$ cat src/rtl/csplit_pkg.sv
package csplit_pkg;

  // Sizing of the part buffer and of the kept part counter
  localparam int PART_BYTES = 64;
  localparam int MAX_PARTS  = 16;
  localparam int PB_AW      = $clog2(PART_BYTES);
  localparam int RAW_W      = $clog2(PART_BYTES + 1);
  localparam int KEPT_W     = $clog2(MAX_PARTS + 1);

  // Field widths fixed by the block's interface
  localparam int CFG_W      = 7;
  localparam int MAXP_W     = 5;
  localparam int PLIM_W     = 7;

  // Characters with a meaning to the splitter
  localparam logic [7:0] CH_NUL    = 8'h00;
  localparam logic [7:0] CH_COMMA  = 8'h2C;
  localparam logic [7:0] CH_DQUOTE = 8'h22;
  localparam logic [7:0] CH_SQUOTE = 8'h27;
  localparam logic [7:0] CH_BSLASH = 8'h5C;
  localparam logic [7:0] CH_LPAREN = 8'h28;
  localparam logic [7:0] CH_RPAREN = 8'h29;
  localparam logic [7:0] CH_LBRACK = 8'h5B;
  localparam logic [7:0] CH_RBRACK = 8'h5D;
  localparam logic [7:0] CH_LBRACE = 8'h7B;
  localparam logic [7:0] CH_RBRACE = 8'h7D;
  localparam logic [7:0] CH_SPACE  = 8'h20;
  localparam logic [7:0] CH_TAB    = 8'h09;
  localparam logic [7:0] CH_CR     = 8'h0D;

  // Configuration register indexes
  typedef enum logic [0:0] {
    CFG_MAX_PARTS  = 1'b0,
    CFG_PART_LIMIT = 1'b1
  } cfg_idx_t;

  // Controller to datapath
  typedef struct packed {
    logic accept;      // input transaction this cycle
    logic load_char;   // move buffered byte into the output register
    logic load_empty;  // present an empty-part result
    logic load_end;    // present the string end result
  } cmd_t;

  // Datapath to controller
  typedef struct packed {
    logic in_valid;
    logic is_close;    // current input byte closes a part
    logic byte_end;    // current input byte is the terminator
    logic keep;        // current part will be kept
    logic empty;       // current part trims to nothing
    logic is_end;      // part being emitted was closed by the terminator
    logic at_end;      // read pointer on last trimmed byte
    logic out_valid;
    logic out_free;    // output register can take a new result
  } stat_t;

  function automatic logic is_space(input logic [7:0] c);
    return (c == CH_SPACE) || ((c >= CH_TAB) && (c <= CH_CR));
  endfunction

endpackage

$ cat src/rtl/csplit_intf.sv
// Input channel: one string byte per transaction
interface csplit_in_if;
  logic       valid;
  logic       ready;
  logic [7:0] in_byte;

  modport source (output valid, output in_byte, input ready);
  modport sink   (input valid, input in_byte, output ready);
endinterface

// Result channel: one result per transaction
interface csplit_out_if;
  logic       valid;
  logic       ready;
  logic [7:0] out_char;
  logic       char_valid;
  logic       part_end;
  logic [3:0] part_number;
  logic       string_end;
  logic [4:0] part_count;
  logic       last;

  modport source (output valid, output out_char, output char_valid, output part_end,
                  output part_number, output string_end, output part_count,
                  output last, input ready);
  modport sink   (input valid, input out_char, input char_valid, input part_end,
                  input part_number, input string_end, input part_count,
                  input last, output ready);
endinterface

$ cat src/rtl/top_level_comma_splitter.sv
// Comma splitter: splits a zero-terminated byte string at commas that lie
// outside quotes and outside brackets, and emits each kept part trimmed.
// in_ch carries one string byte per transaction; byte 0 ends the string.
// out_ch carries one result per transaction: a part byte, an empty-part
// marker, or the string end result with the final part count. The last
// result caused by one input byte has last set.
// cfg_we/cfg_index/cfg_data write max_parts (index 0) and part_limit
// (index 1); write them only while the block is idle.
// Ordinary bytes are taken one per cycle while the block is idle and are stored
// in the part buffer while it has room. A closing byte starts emission: the
// first trimmed byte is read from the part buffer into a read register, and
// the results then follow one per cycle unless the receiver stalls.
// The string end result comes after the results of the final part.
// Reset (rst_n low, synchronous) clears the string state and sets
// max_parts to 16 and part_limit to 64; the buffer itself is not cleared.
// If the receiver stalls, the output register holds its result and part
// emission pauses; no byte is taken while a part is being emitted. Once
// only the last result waits, ordinary bytes are taken again, but a
// closing byte waits until that result has been taken.
module top_level_comma_splitter
  import csplit_pkg::*;
(
  input  logic               clk,
  input  logic               rst_n,
  csplit_in_if.sink          in_ch,
  csplit_out_if.source       out_ch,
  input  logic               cfg_we,
  input  logic               cfg_index,
  input  logic [CFG_W-1:0]   cfg_data
);

  cmd_t  cmd;
  stat_t st;

  csplit_ctrl u_ctrl (
    .clk      (clk),
    .rst_n    (rst_n),
    .st       (st),
    .in_ready (in_ch.ready),
    .cmd      (cmd)
  );

  csplit_dp u_dp (
    .clk         (clk),
    .rst_n       (rst_n),
    .cfg_we      (cfg_we),
    .cfg_index   (cfg_index),
    .cfg_data    (cfg_data),
    .in_valid    (in_ch.valid),
    .in_byte     (in_ch.in_byte),
    .out_ready   (out_ch.ready),
    .out_valid   (out_ch.valid),
    .out_char    (out_ch.out_char),
    .char_valid  (out_ch.char_valid),
    .part_end    (out_ch.part_end),
    .part_number (out_ch.part_number),
    .string_end  (out_ch.string_end),
    .part_count  (out_ch.part_count),
    .last        (out_ch.last),
    .cmd         (cmd),
    .st          (st)
  );

endmodule

$ cat src/rtl/csplit_ctrl.sv
module csplit_ctrl
  import csplit_pkg::*;
(
  input  logic  clk,
  input  logic  rst_n,
  input  stat_t st,
  output logic  in_ready,
  output cmd_t  cmd
);

  typedef enum logic [1:0] {
    S_IDLE,
    S_CHAR,
    S_EMPTY,
    S_END
  } state_t;

  state_t state_r, state_nxt;

  // Commands and next state
  always_comb begin
    cmd       = '0;
    in_ready  = 1'b0;
    state_nxt = state_r;
    unique case (state_r)
      S_IDLE: begin
        // a closing byte waits until the previous result has gone
        in_ready   = !(st.is_close && st.out_valid);
        cmd.accept = st.in_valid && in_ready;
        if (cmd.accept && st.is_close) begin
          if (st.keep && !st.empty) begin
            state_nxt = S_CHAR;
          end else if (st.keep) begin
            state_nxt = S_EMPTY;
          end else if (st.byte_end) begin
            state_nxt = S_END;
          end
        end
      end
      S_CHAR: begin
        cmd.load_char = st.out_free;
        if (st.out_free && st.at_end) begin
          state_nxt = st.is_end ? S_END : S_IDLE;
        end
      end
      S_EMPTY: begin
        cmd.load_empty = st.out_free;
        if (st.out_free) begin
          state_nxt = st.is_end ? S_END : S_IDLE;
        end
      end
      S_END: begin
        cmd.load_end = st.out_free;
        if (st.out_free) begin
          state_nxt = S_IDLE;
        end
      end
      default: state_nxt = S_IDLE;
    endcase
  end

  always_ff @(posedge clk) begin
    if (!rst_n) begin
      state_r <= S_IDLE;
    end else begin
      state_r <= state_nxt;
    end
  end

endmodule

$ cat src/rtl/csplit_dp.sv
module csplit_dp
  import csplit_pkg::*;
(
  input  logic              clk,
  input  logic              rst_n,
  // configuration
  input  logic              cfg_we,
  input  logic              cfg_index,
  input  logic [CFG_W-1:0]  cfg_data,
  // input payload
  input  logic              in_valid,
  input  logic [7:0]        in_byte,
  // result channel
  input  logic              out_ready,
  output logic              out_valid,
  output logic [7:0]        out_char,
  output logic              char_valid,
  output logic              part_end,
  output logic [3:0]        part_number,
  output logic              string_end,
  output logic [4:0]        part_count,
  output logic              last,
  // controller
  input  cmd_t              cmd,
  output stat_t             st
);

  // Configuration registers
  logic [MAXP_W-1:0] max_parts_r;
  logic [PLIM_W-1:0] part_limit_r;

  // Scanner state of the current string
  logic [RAW_W-1:0]  raw_len_r;
  logic              too_long_r;
  logic [7:0]        depth_r;
  logic [7:0]        quote_r;
  logic              esc_r;
  logic [KEPT_W-1:0] kept_r;
  logic              have_ns_r;
  logic [PB_AW-1:0]  first_r;
  logic [PB_AW-1:0]  last_ns_r;

  // Emission state
  logic [PB_AW-1:0]  rd_ptr_r;
  logic [PB_AW-1:0]  end_ptr_r;
  logic              is_end_r;
  logic [KEPT_W-1:0] num_r;
  logic [KEPT_W-1:0] cnt_r;

  // Part buffer
  logic [7:0]        mem [PART_BYTES];
  logic [7:0]        rdata_r;

  // Output register
  logic              out_valid_r;
  logic [7:0]        out_char_r;
  logic              char_valid_r;
  logic              part_end_r;
  logic [3:0]        part_number_r;
  logic              string_end_r;
  logic [4:0]        part_count_r;
  logic              last_r;

  logic              is_close, byte_end, keep, can_store, at_end, out_free;
  logic              mem_we, mem_re;
  logic [PB_AW-1:0]  mem_raddr;
  logic [PB_AW-1:0]  wpos;

  // Classification of the incoming byte and of the part in hand
  // (a part that fills the whole buffer is never kept)
  assign byte_end  = (in_byte == CH_NUL);
  assign is_close  = byte_end ||
                     ((quote_r == CH_NUL) && (in_byte == CH_COMMA) && (depth_r == 8'd0));
  assign keep      = !too_long_r && can_store &&
                     (8'(raw_len_r) < 8'(part_limit_r)) &&
                     (8'(kept_r) < 8'(max_parts_r)) &&
                     (kept_r < KEPT_W'(MAX_PARTS));
  assign can_store = (raw_len_r < RAW_W'(PART_BYTES));
  assign wpos      = raw_len_r[PB_AW-1:0];
  assign at_end    = (rd_ptr_r == end_ptr_r);
  assign out_free  = !out_valid_r || out_ready;

  assign st.in_valid  = in_valid;
  assign st.is_close  = is_close;
  assign st.byte_end  = byte_end;
  assign st.keep      = keep;
  assign st.empty     = !have_ns_r;
  assign st.is_end    = is_end_r;
  assign st.at_end    = at_end;
  assign st.out_valid = out_valid_r;
  assign st.out_free  = out_free;

  // Buffer access: write on a stored byte, read to prefetch the next byte
  assign mem_we    = cmd.accept && !is_close && can_store;
  assign mem_re    = (cmd.accept && is_close) || (cmd.load_char && !at_end);
  assign mem_raddr = cmd.accept ? first_r : rd_ptr_r + PB_AW'(1);

  always_ff @(posedge clk) begin
    if (mem_we) begin
      mem[wpos] <= in_byte;
    end
    if (mem_re) begin
      rdata_r <= mem[mem_raddr];
    end
  end

  // Configuration writes
  always_ff @(posedge clk) begin
    if (!rst_n) begin
      max_parts_r  <= MAXP_W'(16);
      part_limit_r <= PLIM_W'(64);
    end else if (cfg_we) begin
      unique case (cfg_idx_t'(cfg_index))
        CFG_MAX_PARTS:  max_parts_r  <= cfg_data[MAXP_W-1:0];
        CFG_PART_LIMIT: part_limit_r <= cfg_data[PLIM_W-1:0];
        default: ;
      endcase
    end
  end

  // Scanner: quote, escape and bracket tracking, trim bounds, part closing
  always_ff @(posedge clk) begin
    if (!rst_n) begin
      raw_len_r  <= '0;
      too_long_r <= 1'b0;
      depth_r    <= '0;
      quote_r    <= CH_NUL;
      esc_r      <= 1'b0;
      kept_r     <= '0;
      have_ns_r  <= 1'b0;
      is_end_r   <= 1'b0;
    end else if (cmd.accept) begin
      if (is_close) begin
        // latch what emission needs, then start a fresh part
        rd_ptr_r   <= first_r;
        end_ptr_r  <= last_ns_r;
        is_end_r   <= byte_end;
        num_r      <= kept_r;
        cnt_r      <= kept_r + KEPT_W'(keep);
        raw_len_r  <= '0;
        too_long_r <= 1'b0;
        have_ns_r  <= 1'b0;
        if (byte_end) begin
          depth_r <= '0;
          quote_r <= CH_NUL;
          esc_r   <= 1'b0;
          kept_r  <= '0;
        end else begin
          kept_r <= kept_r + KEPT_W'(keep);
        end
      end else begin
        if (quote_r != CH_NUL) begin
          if (esc_r) begin
            esc_r <= 1'b0;
          end else if (in_byte == CH_BSLASH) begin
            esc_r <= 1'b1;
          end else if (in_byte == quote_r) begin
            quote_r <= CH_NUL;
          end
        end else if ((in_byte == CH_DQUOTE) || (in_byte == CH_SQUOTE)) begin
          quote_r <= in_byte;
        end else if ((in_byte == CH_LPAREN) || (in_byte == CH_LBRACK) ||
                     (in_byte == CH_LBRACE)) begin
          if (depth_r != 8'hFF) begin
            depth_r <= depth_r + 8'd1;
          end
        end else if ((in_byte == CH_RPAREN) || (in_byte == CH_RBRACK) ||
                     (in_byte == CH_RBRACE)) begin
          if (depth_r != 8'd0) begin
            depth_r <= depth_r - 8'd1;
          end
        end
        // store, tracking first and last non-whitespace positions
        if (can_store) begin
          raw_len_r <= raw_len_r + RAW_W'(1);
          if (!is_space(in_byte)) begin
            if (!have_ns_r) begin
              first_r <= wpos;
            end
            last_ns_r <= wpos;
            have_ns_r <= 1'b1;
          end
        end else begin
          too_long_r <= 1'b1;
        end
      end
    end else if (cmd.load_char && !at_end) begin
      rd_ptr_r <= rd_ptr_r + PB_AW'(1);
    end
  end

  // Output register
  always_ff @(posedge clk) begin
    if (!rst_n) begin
      out_valid_r <= 1'b0;
    end else if (cmd.load_char || cmd.load_empty || cmd.load_end) begin
      out_valid_r <= 1'b1;
    end else if (out_ready) begin
      out_valid_r <= 1'b0;
    end
  end

  always_ff @(posedge clk) begin
    if (cmd.load_char) begin
      out_char_r    <= rdata_r;
      char_valid_r  <= 1'b1;
      part_end_r    <= at_end;
      part_number_r <= 4'(num_r);
      string_end_r  <= 1'b0;
      part_count_r  <= 5'(cnt_r);
      last_r        <= at_end && !is_end_r;
    end else if (cmd.load_empty) begin
      out_char_r    <= 8'd0;
      char_valid_r  <= 1'b0;
      part_end_r    <= 1'b1;
      part_number_r <= 4'(num_r);
      string_end_r  <= 1'b0;
      part_count_r  <= 5'(cnt_r);
      last_r        <= !is_end_r;
    end else if (cmd.load_end) begin
      out_char_r    <= 8'd0;
      char_valid_r  <= 1'b0;
      part_end_r    <= 1'b0;
      part_number_r <= 4'd0;
      string_end_r  <= 1'b1;
      part_count_r  <= 5'(cnt_r);
      last_r        <= 1'b1;
    end
  end

  assign out_valid   = out_valid_r;
  assign out_char    = out_char_r;
  assign char_valid  = char_valid_r;
  assign part_end    = part_end_r;
  assign part_number = part_number_r;
  assign string_end  = string_end_r;
  assign part_count  = part_count_r;
  assign last        = last_r;

endmodule

$ cat src/flat_wrapper.sv
// flat-port wrapper written by rule: the top's interface ports become plain ports
module top_level_comma_splitter_flat import csplit_pkg::*;
  (clk, rst_n, cfg_we, cfg_index, cfg_data, in_ch_valid, in_ch_in_byte, in_ch_ready, out_ch_valid, out_ch_out_char, out_ch_char_valid, out_ch_part_end, out_ch_part_number, out_ch_string_end, out_ch_part_count, out_ch_last, out_ch_ready);
  csplit_in_if in_ch_i ();
  csplit_out_if out_ch_i ();
  input  logic clk;
  input  logic rst_n;
  input  logic cfg_we;
  input  logic cfg_index;
  input  logic [CFG_W-1:0] cfg_data;
  input wire logic [$bits(in_ch_i.valid)-1:0] in_ch_valid;
  input wire logic [$bits(in_ch_i.in_byte)-1:0] in_ch_in_byte;
  output wire logic [$bits(in_ch_i.ready)-1:0] in_ch_ready;
  output wire logic [$bits(out_ch_i.valid)-1:0] out_ch_valid;
  output wire logic [$bits(out_ch_i.out_char)-1:0] out_ch_out_char;
  output wire logic [$bits(out_ch_i.char_valid)-1:0] out_ch_char_valid;
  output wire logic [$bits(out_ch_i.part_end)-1:0] out_ch_part_end;
  output wire logic [$bits(out_ch_i.part_number)-1:0] out_ch_part_number;
  output wire logic [$bits(out_ch_i.string_end)-1:0] out_ch_string_end;
  output wire logic [$bits(out_ch_i.part_count)-1:0] out_ch_part_count;
  output wire logic [$bits(out_ch_i.last)-1:0] out_ch_last;
  input wire logic [$bits(out_ch_i.ready)-1:0] out_ch_ready;
  assign in_ch_i.valid = in_ch_valid;
  assign in_ch_i.in_byte = in_ch_in_byte;
  assign in_ch_ready = in_ch_i.ready;
  assign out_ch_valid = out_ch_i.valid;
  assign out_ch_out_char = out_ch_i.out_char;
  assign out_ch_char_valid = out_ch_i.char_valid;
  assign out_ch_part_end = out_ch_i.part_end;
  assign out_ch_part_number = out_ch_i.part_number;
  assign out_ch_string_end = out_ch_i.string_end;
  assign out_ch_part_count = out_ch_i.part_count;
  assign out_ch_last = out_ch_i.last;
  assign out_ch_i.ready = out_ch_ready;
  top_level_comma_splitter u_core (.clk(clk), .rst_n(rst_n), .in_ch(in_ch_i), .out_ch(out_ch_i), .cfg_we(cfg_we), .cfg_index(cfg_index), .cfg_data(cfg_data));
endmodule
$ cat config.mk
export PLATFORM = sky130hd
export DESIGN_NAME = top_level_comma_splitter_flat
export DESIGN_NICKNAME = d
export VERILOG_FILES = /design/src/rtl/csplit_pkg.sv /design/src/rtl/csplit_intf.sv /design/src/rtl/top_level_comma_splitter.sv /design/src/rtl/csplit_ctrl.sv /design/src/rtl/csplit_dp.sv /design/src/flat_wrapper.sv
export SDC_FILE = /design/constraint.sdc
export NUM_CORES = 1
export LEC_CHECK = 0
export ABC_AREA = 1
export BUFFER_PORTS_ARGS = -buffer_cell sky130_fd_sc_hd__buf_4
export CORE_MARGIN = 4
export CORE_UTILIZATION = 45
export CTS_CLUSTER_DIAMETER = 150
export CTS_CLUSTER_SIZE = 25
export DETAILED_ROUTE_END_ITERATION = 16
export GPL_ROUTABILITY_DRIVEN = 0
export REMOVE_ABC_BUFFERS = 1
export SYNTH_ARGS = -nofsm -noshare
export SYNTH_HDL_FRONTEND = slang
export SYNTH_SLANG_ARGS = --single-unit
$ cat constraint.sdc
create_clock -name clk -period 6.6 [get_ports clk]
set_input_delay 1.32 -clock clk [delete_from_list [all_inputs] [get_ports clk]]
set_output_delay 1.32 -clock clk [all_outputs]
set_load 0.1 [all_outputs]
==> out/results.ini, run 1 <==
[timing]
hold_viol = 0
rsz0062_at_grt = false
finClkSkew_ns = 0.02451
period_needed_ns = 5.159
relSlewSlack_pct = 29.36
fmax_ghz = 0.1938
fin_crit_sh_pct = 78.17
worst_slack_ns = 1.441
slew_violations = 0
setup_violations = 0
max_slew.worst_pin.slew_ns = 1.056
setup-tns-final_ns = 0

[cts]
insertion_delay_ns = 0.62
cts_tree = done
clkTransAtPathRegs_ns = 0.10
numCtsBuffers = 28
cts-resized-gates = 0
clk_path_buf_depth = 3
post_cts_buffers = 0
clockRootBuffer = clkbuf_16
h-tree-depth = 1
cts_sinks = 621
hold_buffers = 0

[grt]
grtUsageTotal_pct = 20.66
grt_max_degree = 77
grt_first_pass_wirelength_mm = 106.7
antenna_found_initial = 1
first_global_vias = 18040
overflow = 0

[synthesis]
synthFlopType = edfxtp_1
synthDistinctLibCells = 44
synthMuxAreaShare_pct = 0
syn-cell-area_sq_mm = 0.02789
ys_seq_area_share_pct = 65.11
synth_area_per_cell_sq_um = 10.13
synth_cells = 2754
synth_edf_count = 572
yosys.area_share.simple_pct = 21.27
synth_area_leader_cell = edfxtp_1
synth_top_family_by_area = simple AND/OR/NAND/NOR gates
synth_top_area_share_pct = 61.59
ys_ff_latch = 621
synth.most_common_cell = nand2_1
synthTopCellsByArea = edfxtp_1, nand3_1, nand2_1
synthAdderAreaFrac_pct = 1.149
synthXorXnorAreaFrac_pct = 0.7223
synth_common_cells = nand2_1, edfxtp_1, nand3_1
yosysWarnings = 0
synth-async-reset-ratio_pct = 0
synth-compound-area-share_pct = 2.149

[layout]
postLayoutCoreUtil_pct = 49.11
final_cell_count_no_fill = 3556
drive_gt1_share_pct = 5.299
fillerInstances = 5531
nets = 2798
synthToLayoutAreaGrowth_pct = 7.084
n_antenna_cell = 0

[setup_path]
arrival_ns = 5.41
slowest_stage = nor2_1
cp.buffers_inverters = 4
crit_chain = buf_4 > nor3_1 > nand2_1 > nand2_1 > nand2_2 > nand3_4 > nor2_2 > inv_2 > nor2_1 > buf_4 > nand3_1 > buf_4 > nor2_1
cp-start-kind = primary input
max_stage_delay_ns = 0.79
crit_path_frequent_cell = buf_4
critPathKind = in2reg
cp_data_required_time_ns = 6.85
crit_fanout = 71
critPathCaptureType = register
critPathTopFamily = simple AND/OR/NAND/NOR gates

[pwr]
peakVddDrop_v = 0.0001884
power.density_mw_per_mm2 = 340.3
p_leak_nw = 12.22
p_total_w = 0.01016

[floorplan]
rows = 90
fp.dieW_um = 256.9
die_y_um = 256.9
core_area_sq_mm = 0.06081
io_pins = 44
floorplan.initialDensity_pct = 45.86
die_area_sq_mm = 0.06602

[drt]
drt-initial-drc-count = 1775
routed_wl_mm = 69.83
via_per_inst = 5.308
wl_per_cell_um = 19.64
drtPass1Iterations = 6
ant_nets = 0
num_vias = 18880
drcViolationCount = 0

[placed_design]
place_inst = 3504
io_buffer_count = 43
dp_slack_ns = 0.7972
dp_hpwl_mm = 42.94

[status]
status = finished clean

[run]
maxCapViolCount = 0

[hold_path]
hold_path_class = reg2reg

## logic make-up after synthesis
logic type      Yosys count
xor+xnor                 23
flops                   621
fa+ha+maj                25
compound gates          103
buf+inv                 656
simple gates           1326
## power breakdown
group          total [W]  internal [W]  switching [W]
Clock            0.00208      0.000875        0.00120
Combinational    0.00354      0.000902        0.00263
Sequential       0.00455       0.00448      0.0000674
## per-stage QoR
stage	instance area (sq um)	hold WS, ns
5_1_grt	29860	0.4432
4_1_cts	29860	0.4305
6_report	29860	0.4308
3_3_place_gp	29030	0.4028
3_5_place_dp	29030	0.4057
2_1_floorplan	27220	0.4003
## final timing paths
path	from	endpoint	slack, ns	cells past startpoint
max reg2reg	u_core.u_dp.depth_r[0]$_SDFFE_PN0P_	u_core.u_dp.rdata_r[0]$_DFFE_PP_	2.46	17
max	in_ch_in_byte[2]	u_core.u_dp.mem[35][1]$_DFFE_PP_	1.44	13
min reg2reg	u_core.u_dp.last_ns_r[5]$_DFFE_PP_	u_core.u_dp.end_ptr_r[5]$_DFFE_PP_	0.43	0
min	u_core.u_dp.last_ns_r[5]$_DFFE_PP_	u_core.u_dp.end_ptr_r[5]$_DFFE_PP_	0.43	0
## state kept, by name, summed over array words and instances, names as in the netlist, 6 cells and up
signal,flops
u_core.u_dp.last_ns_r,6
u_core.u_dp.out_char,8
u_core.u_dp.mem,512
u_core.u_dp.part_limit_r,7
u_core.u_dp.raw_len_r,7
u_core.u_dp.depth_r,8
u_core.u_dp.first_r,6
u_core.u_dp.rdata_r,8
u_core.u_dp.quote_r,8
u_core.u_dp.end_ptr_r,6
u_core.u_dp.rd_ptr_r,6
## worst register-to-register path: stages, from the launching register on
cell and delay [ns]:
dfxtp_1 0.41, nor2_1 0.14, nand2_1 0.05, nor2_1 0.23
nand3_1 0.14, nand2_1 0.33, nand2_2 0.16, nand3_4 0.28
nand2_4 0.40, nand2_8 0.54, buf_12 0.39, nand2_1 0.16
nand3_1 0.09, nand3_1 0.08, nand3_1 0.23, nand3_1 0.11
nand3_1 0.12, nand2_1 0.06
## metal layers
layer / wire length (um) / global-route usage [%] / part of all wire [%] / up-vias
met5: 0 / 0 / 0 / -
met4: 1363 / 4.667 / 2.0 / 0
met3: 4863 / 2.635 / 7.0 / 80
met2: 33100 / 34.20 / 47 / 652
met1: 30500 / 29.48 / 44 / 9133
li1: - / - / - / 9010
## area by class of cell
cell class	instances	area, sq um	share of cell area, %
Multi-Input combinational cell	1477	7104	23.79
Clock inverter	1	30.03	0.1006
Sequential cell	621	18160	60.80
Timing Repair Buffer	88	773.2	2.589
Tap cell	782	978.4	3.276
Inverter	536	2012	6.737
Clock buffer	51	808.3	2.707
## layout by cell type, fill, tap and decap left out, types with 2 or more instances in the layout
master / netlist / layout
nand2_1: 582 / 581
edfxtp_1: 572 / 572
nand3_1: 536 / 536
inv_1: 526 / 526
nor2_1: 128 / 128
buf_4: 27 / 79
dfxtp_1: 49 / 49
a21oi_1: 41 / 41
nand3b_1: 41 / 41
o21ai_0: 30 / 29
clkbuf_16: 0 / 29
ha_1: 24 / 24
clkbuf_1: 19 / 22
xor2_1: 14 / 14
nand4_1: 12 / 12
nor3_1: 9 / 9
xnor2_1: 9 / 9
buf_12: 0 / 9
inv_2: 7 / 7
o21a_1: 6 / 6
o22ai_1: 4 / 4
o21ai_2: 3 / 4
nor2_2: 3 / 3
nand2_2: 3 / 3
nand2_4: 4 / 3
o211ai_1: 3 / 3
o2111ai_1: 3 / 3
clkinv_1: 3 / 3
a211oi_1: 3 / 3
nand2_8: 0 / 2
o21ai_4: 0 / 2
or2_2: 2 / 2
o31ai_1: 2 / 2
a32o_1: 2 / 2
Power figures use the tool's default switching activity.
==> run 2, diff against run 1 <==
==> constraint.sdc (replaced) <==
create_clock -name clk -period 4.58 [get_ports clk]
set_input_delay 0.916 -clock clk [delete_from_list [all_inputs] [get_ports clk]]
set_output_delay 0.916 -clock clk [all_outputs]
set_load 0.1 [all_outputs]
==> run 2 against run 1 <==
  * Worst hold slack got worse by 0.0030 ns
  * Via count decreased by 0.68%
  * Register-to-register slack got worse by 1.4 ns
  * Cell area increased by 0.13%
  * Power increased by 44%
  * Sequential power increased by 44%
  * Worst setup slack got worse by 0.50 ns
  * Flip-flop and latch count unchanged
  * Utilization increased by 0.062 points
  * Critical path depth increased by 5
  * Sequential share of layout area decreased by 0.076 points
  * Global-route usage increased by 0.066 points
  * Largest cell class unchanged
  * Largest power group unchanged
==> out/results.ini, run 2 (synthesis results as in run 1) <==
[setup_path]
critPathCaptureType = register
critPathKind = in2reg
cp.buffers_inverters = 3  ; -1
cp_data_required_time_ns = 4.95  ; -1.90 ns
r2r_cells = 14  ; -3
critPathTopFamily = simple AND/OR/NAND/NOR gates
arrival_ns = 4.00  ; -1.41 ns
worstReg2RegEnd = u_core.u_dp.mem[50][6]$_DFFE_PP_
crit_path_frequent_cell = nand3_1
max_stage_delay_ns = 0.31  ; -0.48 ns
crit_fanout = 44  ; -38%
cp-start-kind = primary input
r2r_setup_slack_ns = 1.03  ; -1.43 ns
slowest_stage = nand2_8
crit_chain = buf_4 > nor2_2 > inv_1 > nor3_1 > nand2_1 > nand2_1 > nand2_2 > nand3_4 > nand2_4 > nand2_8 > buf_12 > nand2_1 > nand3_1 > nand3_1 > nand3_1 > nand3_1 > nand3_1 > nand2_1
r2r-start = u_core.u_dp.depth_r[0]$_SDFFE_PN0P_

[grt]
top_usage_layer = met2
overflow = 0  ; unchanged
met2_usage_pct = 35.31  ; +1.1 points
antenna_found_initial = 2  ; +1
grt_use_met1_pct = 28.81  ; -0.68 points
grtUsageTotal_pct = 20.72  ; +0.066 points
grt_max_degree = 90  ; +17%
first_global_vias = 18440  ; +2.2%
grt_first_pass_wirelength_mm = 107.2  ; +0.42%
grt_use_met3_pct = 2.212  ; -0.42 points

[hold_path]
holdPathStages = 0  ; unchanged
hold_path_class = reg2reg
min-delay-start = u_core.u_dp.last_ns_r[5]$_DFFE_PP_
min_to = u_core.u_dp.end_ptr_r[5]$_DFFE_PP_

[cts]
clockRootBuffer = clkbuf_16
clkTransAtPathRegs_ns = 0.10  ; about the same
hold_buffers = 0  ; unchanged
cts_tree = done
post_cts_buffers = 0  ; unchanged
cts_sinks = 621  ; unchanged
clk_path_buf_depth = 3  ; unchanged
cts-resized-gates = 0  ; unchanged
numCtsBuffers = 28  ; unchanged
h-tree-depth = 1  ; unchanged
insertion_delay_ns = 0.61  ; about the same

[timing]
slew_violations = 0  ; unchanged
setup_violations = 0  ; unchanged
hold_viol = 0  ; unchanged
finClkSkew_ns = 0.02445  ; -0.00006290 ns
worst_slack_ns = 0.9417  ; -0.4990 ns
fmax_ghz = 0.2749
fin_crit_sh_pct = 79.44
max_slew.worst_pin.slew_ns = 1.135  ; +0.07947 ns
setup-tns-final_ns = 0  ; unchanged
period_needed_ns = 3.638
rsz0062_at_grt = false
relSlewSlack_pct = 24.31  ; -5.0 points
whs_ns = 0.4279  ; -0.002970 ns

[drt]
ant_nets = 0  ; unchanged
routed_wl_mm = 69.62  ; -0.29%
via_per_inst = 5.273  ; -0.66%
num_vias = 18750  ; -0.68%
wl_per_cell_um = 19.58  ; -0.26%
drtPass1Iterations = 5  ; -1
drt-initial-drc-count = 1837  ; +3.5%
drcViolationCount = 0  ; unchanged

[layout]
finalInstanceArea_sq_mm = 0.02990  ; +0.13%
synthToLayoutAreaGrowth_pct = 7.219
top_register = u_core.u_dp.mem
drive_gt1_share_pct = 5.231  ; -0.068 points
final_common_cell = nand2_1
fillerInstances = 5469  ; -1.1%
nets = 2796  ; -0.071%
largest_reg_flops = 512  ; unchanged
multiInputGateArea_sq_mm = 0.007104  ; unchanged
final_cell_mix = nand2_1, edfxtp_1, nand3_1, inv_1, nor2_1
area.sequential_sq_mm = 0.01816  ; unchanged

[pwr]
p_leak_nw = 12.22  ; unchanged
power.density_mw_per_mm2 = 490.0  ; +44%
p_total_w = 0.01465  ; +44%
peakVddDrop_v = 0.0003077  ; +63%

[floorplan]
die_area_sq_mm = 0.06602  ; unchanged
core_area_sq_mm = 0.06081  ; unchanged
fp.dieW_um = 256.9  ; unchanged
floorplan.initialDensity_pct = 45.86  ; unchanged
die_y_um = 256.9  ; unchanged
io_pins = 44  ; unchanged
rows = 90  ; unchanged

[run]
maxCapViolCount = 0  ; unchanged

[status]
status = finished clean

[placed_design]
dp_slack_ns = 0.3260  ; -0.4712 ns
placed_cell_area_sq_mm = 0.02906  ; +0.12%
io_buffer_count = 43  ; unchanged
dp_hpwl_mm = 43.53  ; +1.4%

[run 2: cell types whose count changed in the layout (fill, tap and decap cells not counted), sizes merged]
cell	before	now
diode	0	1
buf	88	86
[run 2: layout make-up]
type	count	share of cell area, %
Timing Repair Buffer	86	2.703
Antenna cell	1	0.008369
Multi-Input combinational cell	1477	23.76
Clock buffer	51	2.703
Tap cell	782	3.272
Clock inverter	1	0.1004
Sequential cell	621	60.72
Inverter	536	6.729
[run 2: worst max-delay path by stage]
stage	startpoint	end	slack (ns)	cells after the start
finish	in_ch_in_byte[0]	u_core.u_dp.rdata_r[2]$_DFFE_PP_	0.94	18
CTS	in_ch_in_byte[6]	u_core.u_dp.depth_r[7]$_SDFFE_PN0P_	0.97	16
floorplan	in_ch_in_byte[0]	u_core.u_dp.rdata_r[0]$_DFFE_PP_	-2.39	14
global route	in_ch_in_byte[6]	u_core.u_dp.depth_r[7]$_SDFFE_PN0P_	0.75	16
global placement	in_ch_in_byte[6]	u_core.u_dp.depth_r[6]$_SDFFE_PN0P_	0.40	16
detailed placement	in_ch_in_byte[6]	u_core.u_dp.depth_r[7]$_SDFFE_PN0P_	0.33	16
[run 2: metrics by stage]
step | std cells | utilization, %
2_1_floorplan | 2634 | -
6_report | 3555 | 49.17
3_3_place_gp | 3502 | 47.79
4_1_cts | 3554 | 49.17
3_5_place_dp | 3502 | 47.79
5_1_grt | 3554 | 49.17
[run 2: where the power goes]
group	switching (W)	total (W)	internal (W)	leakage [nW]
logic	0.00377	0.00513	0.00136	6.26
clock network	0.00171	0.00297	0.00126	0.397
registers	0.0000987	0.00656	0.00646	5.57
total	0.00558	0.0147	0.00908	12.2
[run 2: layer usage]
layer | vias to the layer above | wire (um)
met2 | 596 | 33610
li1 | 9009 | -
met1 | 9043 | 30080
met5 | - | 13
met4 | 2 | 1518
met3 | 96 | 4405
